$ cat src/rtl/alss_pkg.sv
// ----------------------------------------------------------------------------
// alss_pkg
// Types, codes and constants shared by the link session scheduler.
// ----------------------------------------------------------------------------
package alss_pkg;

  localparam int TX_BUFFER_BYTES_DEF = 192;

  localparam int HELLO_LEN      = 20;
  localparam int SYNC_LEN       = 28;
  localparam int ACK_LEN        = 20;
  localparam int SYNC_REPLY_LEN = 44;
  localparam int ATTITUDE_LEN   = 62;

  localparam logic [15:0] ONLINE_TIMEOUT_RESET  = 16'd3000;
  localparam logic [7:0]  ATTITUDE_PERIOD_RESET = 8'd5;

  localparam int CFG_INDEX_W = 2;
  localparam int CFG_DATA_W  = 16;

  typedef enum logic [CFG_INDEX_W-1:0] {
    REG_ONLINE_TIMEOUT  = 2'd0,
    REG_ATTITUDE_PERIOD = 2'd1
  } reg_index_t;

  typedef enum logic [1:0] {
    CMD_FRAME  = 2'd0,
    CMD_TICK   = 2'd1,
    CMD_LEGACY = 2'd2
  } command_t;

  typedef enum logic [1:0] {
    KIND_HELLO = 2'd0,
    KIND_SYNC  = 2'd1,
    KIND_OTHER = 2'd2
  } frame_kind_t;

  typedef enum logic [2:0] {
    SEND_NONE     = 3'd0,
    SEND_ACK      = 3'd1,
    SEND_SYNC     = 3'd2,
    SEND_ATTITUDE = 3'd3,
    SEND_LEGACY   = 3'd4
  } send_kind_t;

  typedef struct packed {
    command_t    command;
    logic [31:0] now_ms;
    logic [63:0] now_us;
    logic        frame_ok;
    frame_kind_t frame_kind;
    logic [7:0]  frame_len;
    logic [63:0] frame_session;
    logic [31:0] frame_sequence;
    logic [63:0] frame_t1;
    logic        uart_ready;
    logic [7:0]  legacy_len;
  } in_word_t;

  typedef struct packed {
    send_kind_t  send_kind;
    logic [31:0] out_sequence;
    logic [63:0] out_session;
    logic [63:0] echo_t1;
    logic [63:0] echo_t2;
    logic [63:0] reply_t3;
    logic        attitude_captured;
    logic [31:0] attitude_sequence;
    logic        online;
    logic        legacy_accepted;
  } out_word_t;

  typedef struct packed {
    logic        session_active;
    logic        ack_waiting;
    logic        sync_waiting;
    logic        attitude_waiting;
    logic [63:0] session_id;
    logic [63:0] partner_time;
    logic [63:0] receive_time;
    logic [31:0] last_request_tick;
    logic [31:0] last_capture_tick;
    logic [31:0] request_seq;
    logic [31:0] transmit_seq;
  } session_t;

  typedef struct packed {
    logic [15:0] online_timeout_ms;
    logic [7:0]  attitude_period_ms;
  } cfg_t;

endpackage

$ cat src/rtl/attitude_link_session_scheduler_unit.sv
// ----------------------------------------------------------------------------
// attitude_link_session_scheduler_unit
// Session side of a serial attitude link: hello, sync, ticks and legacy sends.
// ----------------------------------------------------------------------------
//  channel  | signals                         | direction
//  ---------+---------------------------------+----------
//  in       | in_valid, in_stall, in_word     | into block
//  out      | out_valid, out_stall, out_word  | out of block
//  cfg      | cfg_write, cfg_index, cfg_data  | into block
//
//  one word per clock unless the result stalls; a word moves from the input register
//  to the result register once the result register is free
//  session state updates in the same cycle, so the next word sees it at once
//  rst is synchronous and restores register defaults and an empty session
//  a stalled result holds and the input register fills behind it
// ----------------------------------------------------------------------------
module attitude_link_session_scheduler_unit #(
  parameter int TX_BUFFER_BYTES = alss_pkg::TX_BUFFER_BYTES_DEF
) (
  input  logic                               clk,
  input  logic                               rst,
  input  logic                               in_valid,
  output logic                               in_stall,
  input  alss_pkg::in_word_t                 in_word,
  output logic                               out_valid,
  input  logic                               out_stall,
  output alss_pkg::out_word_t                out_word,
  input  logic                               cfg_write,
  input  logic [alss_pkg::CFG_INDEX_W-1:0]   cfg_index,
  input  logic [alss_pkg::CFG_DATA_W-1:0]    cfg_data
);
  import alss_pkg::*;

  logic      held_valid;
  in_word_t  held;
  session_t  st;
  session_t  st_next;
  cfg_t      cfg;
  out_word_t result;
  logic      advance;
  logic      in_take;

  assign advance  = held_valid && (!out_valid || !out_stall);
  assign in_stall = held_valid && !advance;
  assign in_take  = in_valid && !in_stall;

  alss_step #(
    .TX_BUFFER_BYTES(TX_BUFFER_BYTES)
  ) u_step (
    .st     (st),
    .cfg    (cfg),
    .item   (held),
    .st_next(st_next),
    .result (result)
  );

  // input register
  always_ff @(posedge clk) begin
    if (rst) begin
      held_valid <= 1'b0;
    end else if (in_take) begin
      held_valid <= 1'b1;
    end else if (advance) begin
      held_valid <= 1'b0;
    end
    if (in_take) begin
      held <= in_word;
    end
  end

  // session state and result register
  always_ff @(posedge clk) begin
    if (rst) begin
      st        <= '0;
      out_valid <= 1'b0;
    end else begin
      if (advance) begin
        st        <= st_next;
        out_valid <= 1'b1;
      end else if (!out_stall) begin
        out_valid <= 1'b0;
      end
    end
    if (advance) begin
      out_word <= result;
    end
  end

  // configuration registers
  always_ff @(posedge clk) begin
    if (rst) begin
      cfg.online_timeout_ms  <= ONLINE_TIMEOUT_RESET;
      cfg.attitude_period_ms <= ATTITUDE_PERIOD_RESET;
    end else if (cfg_write) begin
      case (cfg_index)
        REG_ONLINE_TIMEOUT:  cfg.online_timeout_ms  <= cfg_data;
        REG_ATTITUDE_PERIOD: cfg.attitude_period_ms <= cfg_data[7:0];
        default: begin
        end
      endcase
    end
  end

  a_sync_needs_session: assert property (@(posedge clk) disable iff (rst)
    st.sync_waiting |-> st.session_active)
    else $error("sync reply pending without a session");

  a_frame_sent_online: assert property (@(posedge clk) disable iff (rst)
    (out_valid && ((out_word.send_kind == SEND_ACK) || (out_word.send_kind == SEND_SYNC) ||
                   (out_word.send_kind == SEND_ATTITUDE))) |-> out_word.online)
    else $error("session frame sent while offline");

  a_legacy_kind: assert property (@(posedge clk) disable iff (rst)
    (out_valid && out_word.legacy_accepted) |-> (out_word.send_kind == SEND_LEGACY))
    else $error("legacy grant without legacy send");

  a_capture_online: assert property (@(posedge clk) disable iff (rst)
    (advance && result.attitude_captured) |=> st.attitude_waiting || out_word.online)
    else $error("attitude captured while offline");

endmodule

$ cat src/rtl/alss_step.sv
// ----------------------------------------------------------------------------
// alss_step
// Next session state and result word for one input word.
// ----------------------------------------------------------------------------
module alss_step #(
  parameter int TX_BUFFER_BYTES = alss_pkg::TX_BUFFER_BYTES_DEF
) (
  input  alss_pkg::session_t  st,
  input  alss_pkg::cfg_t      cfg,
  input  alss_pkg::in_word_t  item,
  output alss_pkg::session_t  st_next,
  output alss_pkg::out_word_t result
);
  import alss_pkg::*;

  localparam logic ACK_FITS      = (ACK_LEN <= TX_BUFFER_BYTES);
  localparam logic SYNC_FITS     = (SYNC_REPLY_LEN <= TX_BUFFER_BYTES);
  localparam logic ATTITUDE_FITS = (ATTITUDE_LEN <= TX_BUFFER_BYTES);
  localparam logic [7:0] TX_MAX  = 8'(TX_BUFFER_BYTES);

  logic [31:0] timeout_w;
  logic [31:0] period_w;
  logic [31:0] since_request;
  logic [31:0] since_capture;
  logic        online_pre;

  assign timeout_w     = {16'd0, cfg.online_timeout_ms};
  assign period_w      = {24'd0, cfg.attitude_period_ms};
  assign since_request = item.now_ms - st.last_request_tick;
  assign since_capture = item.now_ms - st.last_capture_tick;
  assign online_pre    = st.session_active && (since_request < timeout_w);

  always_comb begin
    logic [31:0] seq_inc;
    logic        gap;
    logic [31:0] since_request_post;
    seq_inc = st.transmit_seq + 32'd1;
    gap     = 1'b0;
    st_next = st;
    result  = '0;
    result.send_kind = SEND_NONE;
    case (item.command)
      CMD_FRAME: begin
        if (item.frame_ok && (item.frame_session != 64'd0)) begin
          if ((item.frame_kind == KIND_HELLO) && (item.frame_len == 8'(HELLO_LEN))) begin
            if (!st.session_active || (st.session_id != item.frame_session)) begin
              st_next.transmit_seq      = '0;
              st_next.attitude_waiting  = 1'b0;
              st_next.last_capture_tick = item.now_ms;
            end
            st_next.session_id        = item.frame_session;
            st_next.session_active    = 1'b1;
            st_next.ack_waiting       = 1'b1;
            st_next.sync_waiting      = 1'b0;
            st_next.request_seq       = item.frame_sequence;
            st_next.last_request_tick = item.now_ms;
          end else if ((item.frame_kind == KIND_SYNC) && (item.frame_len == 8'(SYNC_LEN))
                       && online_pre && (item.frame_session == st.session_id)) begin
            st_next.request_seq       = item.frame_sequence;
            st_next.partner_time      = item.frame_t1;
            st_next.receive_time      = item.now_us;
            st_next.sync_waiting      = 1'b1;
            st_next.last_request_tick = item.now_ms;
          end
        end
      end
      CMD_TICK: begin
        if (!online_pre) begin
          st_next.session_active   = 1'b0;
          st_next.ack_waiting      = 1'b0;
          st_next.sync_waiting     = 1'b0;
          st_next.attitude_waiting = 1'b0;
        end else begin
          if (since_capture >= period_w) begin
            st_next.last_capture_tick = item.now_ms;
            st_next.transmit_seq      = seq_inc;
            st_next.attitude_waiting  = 1'b1;
            result.attitude_captured  = 1'b1;
            result.attitude_sequence  = seq_inc;
          end
          if (item.uart_ready) begin
            if (st.ack_waiting) begin
              if (ACK_FITS) begin
                st_next.ack_waiting = 1'b0;
                result.send_kind    = SEND_ACK;
                result.out_sequence = st.request_seq;
                result.out_session  = st.session_id;
              end
            end else if (st.sync_waiting) begin
              if (SYNC_FITS) begin
                st_next.sync_waiting = 1'b0;
                result.send_kind     = SEND_SYNC;
                result.out_sequence  = st.request_seq;
                result.out_session   = st.session_id;
                result.echo_t1       = st.partner_time;
                result.echo_t2       = st.receive_time;
                result.reply_t3      = item.now_us;
              end
            end else if (st_next.attitude_waiting) begin
              if (ATTITUDE_FITS) begin
                st_next.attitude_waiting = 1'b0;
                result.send_kind         = SEND_ATTITUDE;
                result.out_sequence      = st_next.transmit_seq;
                result.out_session       = st.session_id;
              end
            end
          end
        end
      end
      CMD_LEGACY: begin
        if ((item.legacy_len != 8'd0) && (item.legacy_len <= TX_MAX)) begin
          gap = !st.ack_waiting && !st.sync_waiting && !st.attitude_waiting
                && (since_capture < period_w);
          if ((!online_pre || gap) && item.uart_ready) begin
            result.send_kind       = SEND_LEGACY;
            result.legacy_accepted = 1'b1;
          end
        end
      end
      default: begin
      end
    endcase
    since_request_post = item.now_ms - st_next.last_request_tick;
    result.online      = st_next.session_active && (since_request_post < timeout_w);
  end

endmodule

$ cat config.mk
export PLATFORM = sky130hd
export DESIGN_NAME = attitude_link_session_scheduler_unit
export DESIGN_NICKNAME = d
export VERILOG_FILES = /design/src/rtl/alss_pkg.sv /design/src/rtl/attitude_link_session_scheduler_unit.sv /design/src/rtl/alss_step.sv
export SDC_FILE = /design/constraint.sdc
export NUM_CORES = 2
export LEC_CHECK = 0
export CELL_PAD_IN_SITES_DETAIL_PLACEMENT = 0
export CELL_PAD_IN_SITES_GLOBAL_PLACEMENT = 1
export CORE_ASPECT_RATIO = 0.6
export CORE_UTILIZATION = 45
export CTS_BUF_LIST = sky130_fd_sc_hd__clkbuf_16
export DETAILED_ROUTE_END_ITERATION = 10
export DONT_BUFFER_PORTS = 1
export PLACE_DENSITY = 0.73
export SLEW_MARGIN = 30
export SYNTH_ARGS = -nofsm -noshare
export SYNTH_HDL_FRONTEND = slang
export SYNTH_SLANG_ARGS = --single-unit
export TNS_END_PERCENT = 30
$ cat constraint.sdc
create_clock -name clk -period 19.1 [get_ports clk]
set_input_delay 0.955 -clock clk [delete_from_list [all_inputs] [get_ports clk]]
set_output_delay 0.955 -clock clk [all_outputs]
set_load 0.01 [all_outputs]
==> impl_metrics.yaml <==
power:
  vdd_drop_max_uv: 70.8
  power_density_nw_per_um2: 95.9
  total_leakage_power_uw: 0.0169
worst_setup_path:
  path_common_cell: "a21oi_1"
  startpoint_type: "register"
  worstSetupPathType: "register to register"
  endpoint_kind: "register"
  cp_top_family: "compound AO/OA/AOI/OAI gates"
  reg2reg_to: "out_word[1]"
  reg2regPathDepth: 37
  r2r-start: "held[245]"
  cp.arrival_ns: 10.74
  r2r_setup_slack_ns: 8.89
  cp_slowest_cell: "nor4bb_2"
  crit_buf_inv: 2
  path_max_fanout: 36
  cp.required_ns: 19.62
  max_stage_delay_ns: 0.84
logic_synthesis:
  synthFlopType: "edfxtp_1"
  synth_cell_types: 85
  synthArstFlopShare_pct: 0
  yosysSeqAreaShare_pct: 59.5
  synth_edf_count: 604
  synth_nets: 4217
  yosysWarnings: 0
  yosysTopAreaCell: "edfxtp_1"
  synthCells: 3776
  synthTopCellsByCount: "edfxtp_1, nand2_1, dfxtp_1"
  synth-seq-cells: 954
  yosysMostFrequentCell: "edfxtp_1"
  syn_area_um2: 42200
  ys_top_cells_by_area: "edfxtp_1, dfxtp_1, and2_1"
  netlist.area_leader.share_pct: 43.0
  avgSynthCellArea_um2: 11.2
finish:
  final_nets: 4139
  finish.utilization_pct: 50.3
  layout-drive-gt1-share_pct: 5.48
  synthToLayoutAreaGrowth_pct: 10.0
detailed_routing:
  routed_via_density: 5.65
  drc: 0
  routed_wl_um: 125000
  avgRoutedWirePerCell_um: 25.0
  vias: 28300
  ant_nets: 0
  drtPass1Iterations: 5
  initialDrtViolationCount: 2599
clock_network:
  cts_root_buffer: "clkbuf_16"
  clk_path_buf_depth: 3
  tritoncts: "built"
  clkSinkCount: 954
  post-cts-setup-buffers: 0
  hold_buffers: 0
  cts-resized-gates: 0
  htree_levels: 3
  cts_buffers: 90
  clkTransAtPathRegs_ns: 0.07
  clock_latency_ns: 0.70
floorplan:
  rows: 86
  coreArea_um2: 92300
  ios: 629
  dieHeight_um: 239
  die_w_um: 397
  start_util_pct: 45.7
  fp.dieArea_um2: 95100
global_route:
  grt_pass1_vias: 25800
  overflow: 0
  grtUsageTotal_pct: 25.5
  antenna_found_initial: 32
  grt_max_degree: 282
  grt_pass1_wl_um: 179000
run_status:
  outcome: "complete, no violations"
min_path:
  hold_path_depth: 1
  hold_end: "cfg[20]"
  min_path_type: "primary input to register"
  hp-start: "rst"
timing:
  finalSetupViolCount: 0
  worst_pin_slew_ns: 1.07
  finalClockSkew_ns: 0.0327
  max_freq_ghz: 0.0979
  rsz0062_at_grt: "no"
  hold_viol: 0
  period_needed_ns: 10.21
  tns_ns: 0
  finalCritPeriodShare_pct: 53.5
  report.final.slew_viol_count: 0
  fin_hold_ws_ns: 0.344
  max_slew_margin_pct: 27.7
job:
  max-cap-violations: 0
place:
  hpwlAfterDp_um: 88900
  port_buffers: 0
  finalWeightedCongestion: 0.966
kinds of logic after synthesis:
logic type               synth area share, %
XOR/XNOR                                2.95
AND/OR/NAND/NOR                         14.5
adder cells (fa/ha/maj)                 4.20
flip-flops                              59.5
multiplexers                            4.24
AO/OA/AOI/OAI                           11.5
buffers and inverters                   3.13
per-layer routing:
layer	vias to the layer above	GRT usage [%]	wire length, um
met5	-	0	208
met4	34	9.09	4270
met3	222	6.97	9270
met2	941	36.6	54300
met1	13800	36.6	57400
li1	13400	-	-
worst max path at each step:
stage | cells after the start | endpoint | from | slack (ns)
finish | 37 | out_word[1] | held[245] | 8.89
global placement | 37 | out_word[1] | held[245] | 9.37
detailed placement | 37 | out_word[1] | held[245] | 9.18
global route | 38 | out_word[1] | held[245] | 8.16
CTS | 37 | out_word[1] | held[245] | 9.16
floorplan | 2 | held[0] | out_stall | 4.75
cell usage in the layout, fill, tap and decap left out, types with 11 or more instances in the layout:
cell,n
edfxtp_1,604
nand2_1,405
dfxtp_1,350
a21oi_1,326
and2_1,284
nor2_1,259
mux2i_1,172
inv_1,153
o21ai_0,140
ha_1,137
xor2_1,95
clkbuf_16,92
nand3_1,74
a21o_1,56
xnor2_1,47
nor4_1,44
nand4_1,34
o31ai_1,34
o21a_1,33
a22o_1,33
and3_1,32
o211ai_1,23
nand2b_1,20
a31oi_1,20
clkinv_1,20
buf_4,19
nor3_1,17
a211oi_1,16
clkinv_2,15
nor2b_1,13
o21bai_1,12
bufinv_16,11
power breakdown:
part / internal [uW] / leakage [uW] / total, uW / switching (uW)
sequential: 2260 / 0.00855 / 2330 / 67.9
clock: 1030 / 0.00154 / 1870 / 832
combinational: 84.5 / 0.00681 / 258 / 173
total: 3380 / 0.0169 / 4460 / 1070
cell type report:
cell class / instances / area [um^2]
Fill cell: 8224 / 45900
Inverter: 138 / 526
Multi-Input combinational cell: 2488 / 15900
Timing Repair Buffer: 26 / 297
Sequential cell: 954 / 25100
Antenna cell: 9 / 22.5
Clock buffer: 92 / 2300
Clock inverter: 78 / 738
Tap cell: 1232 / 1540
state kept, by name, summed over array words and instances (netlist names):
signal      count
cfg            24
out_valid       1
held_valid      1
held          278
out_word      326
st            324
per-stage QoR:
step / instances / setup WS, ns / cell area [um^2] / power (uW)
floorplan: 3776 / 4.75 / 42200 / 2550
global placement: 4834 / 9.37 / 43300 / 2630
detailed placement: 4835 / 9.18 / 43300 / 2620
CTS: 5005 / 9.16 / 46300 / 4480
global route: 5014 / 8.16 / 46500 / 4590
finish: 5017 / 8.89 / 46500 / 4460
worst register-to-register path, delay by kind of cell (launching register included):
kind,cells,cell delay [ns]
AND/OR/NAND/NOR,9,2.47
XOR/XNOR,2,0.38
flip-flops,1,0.53
AO/OA/AOI/OAI,20,4.84
adder cells (fa/ha/maj),4,1.31
buffers and inverters,2,0.51
Power figures use the tool's default switching activity.
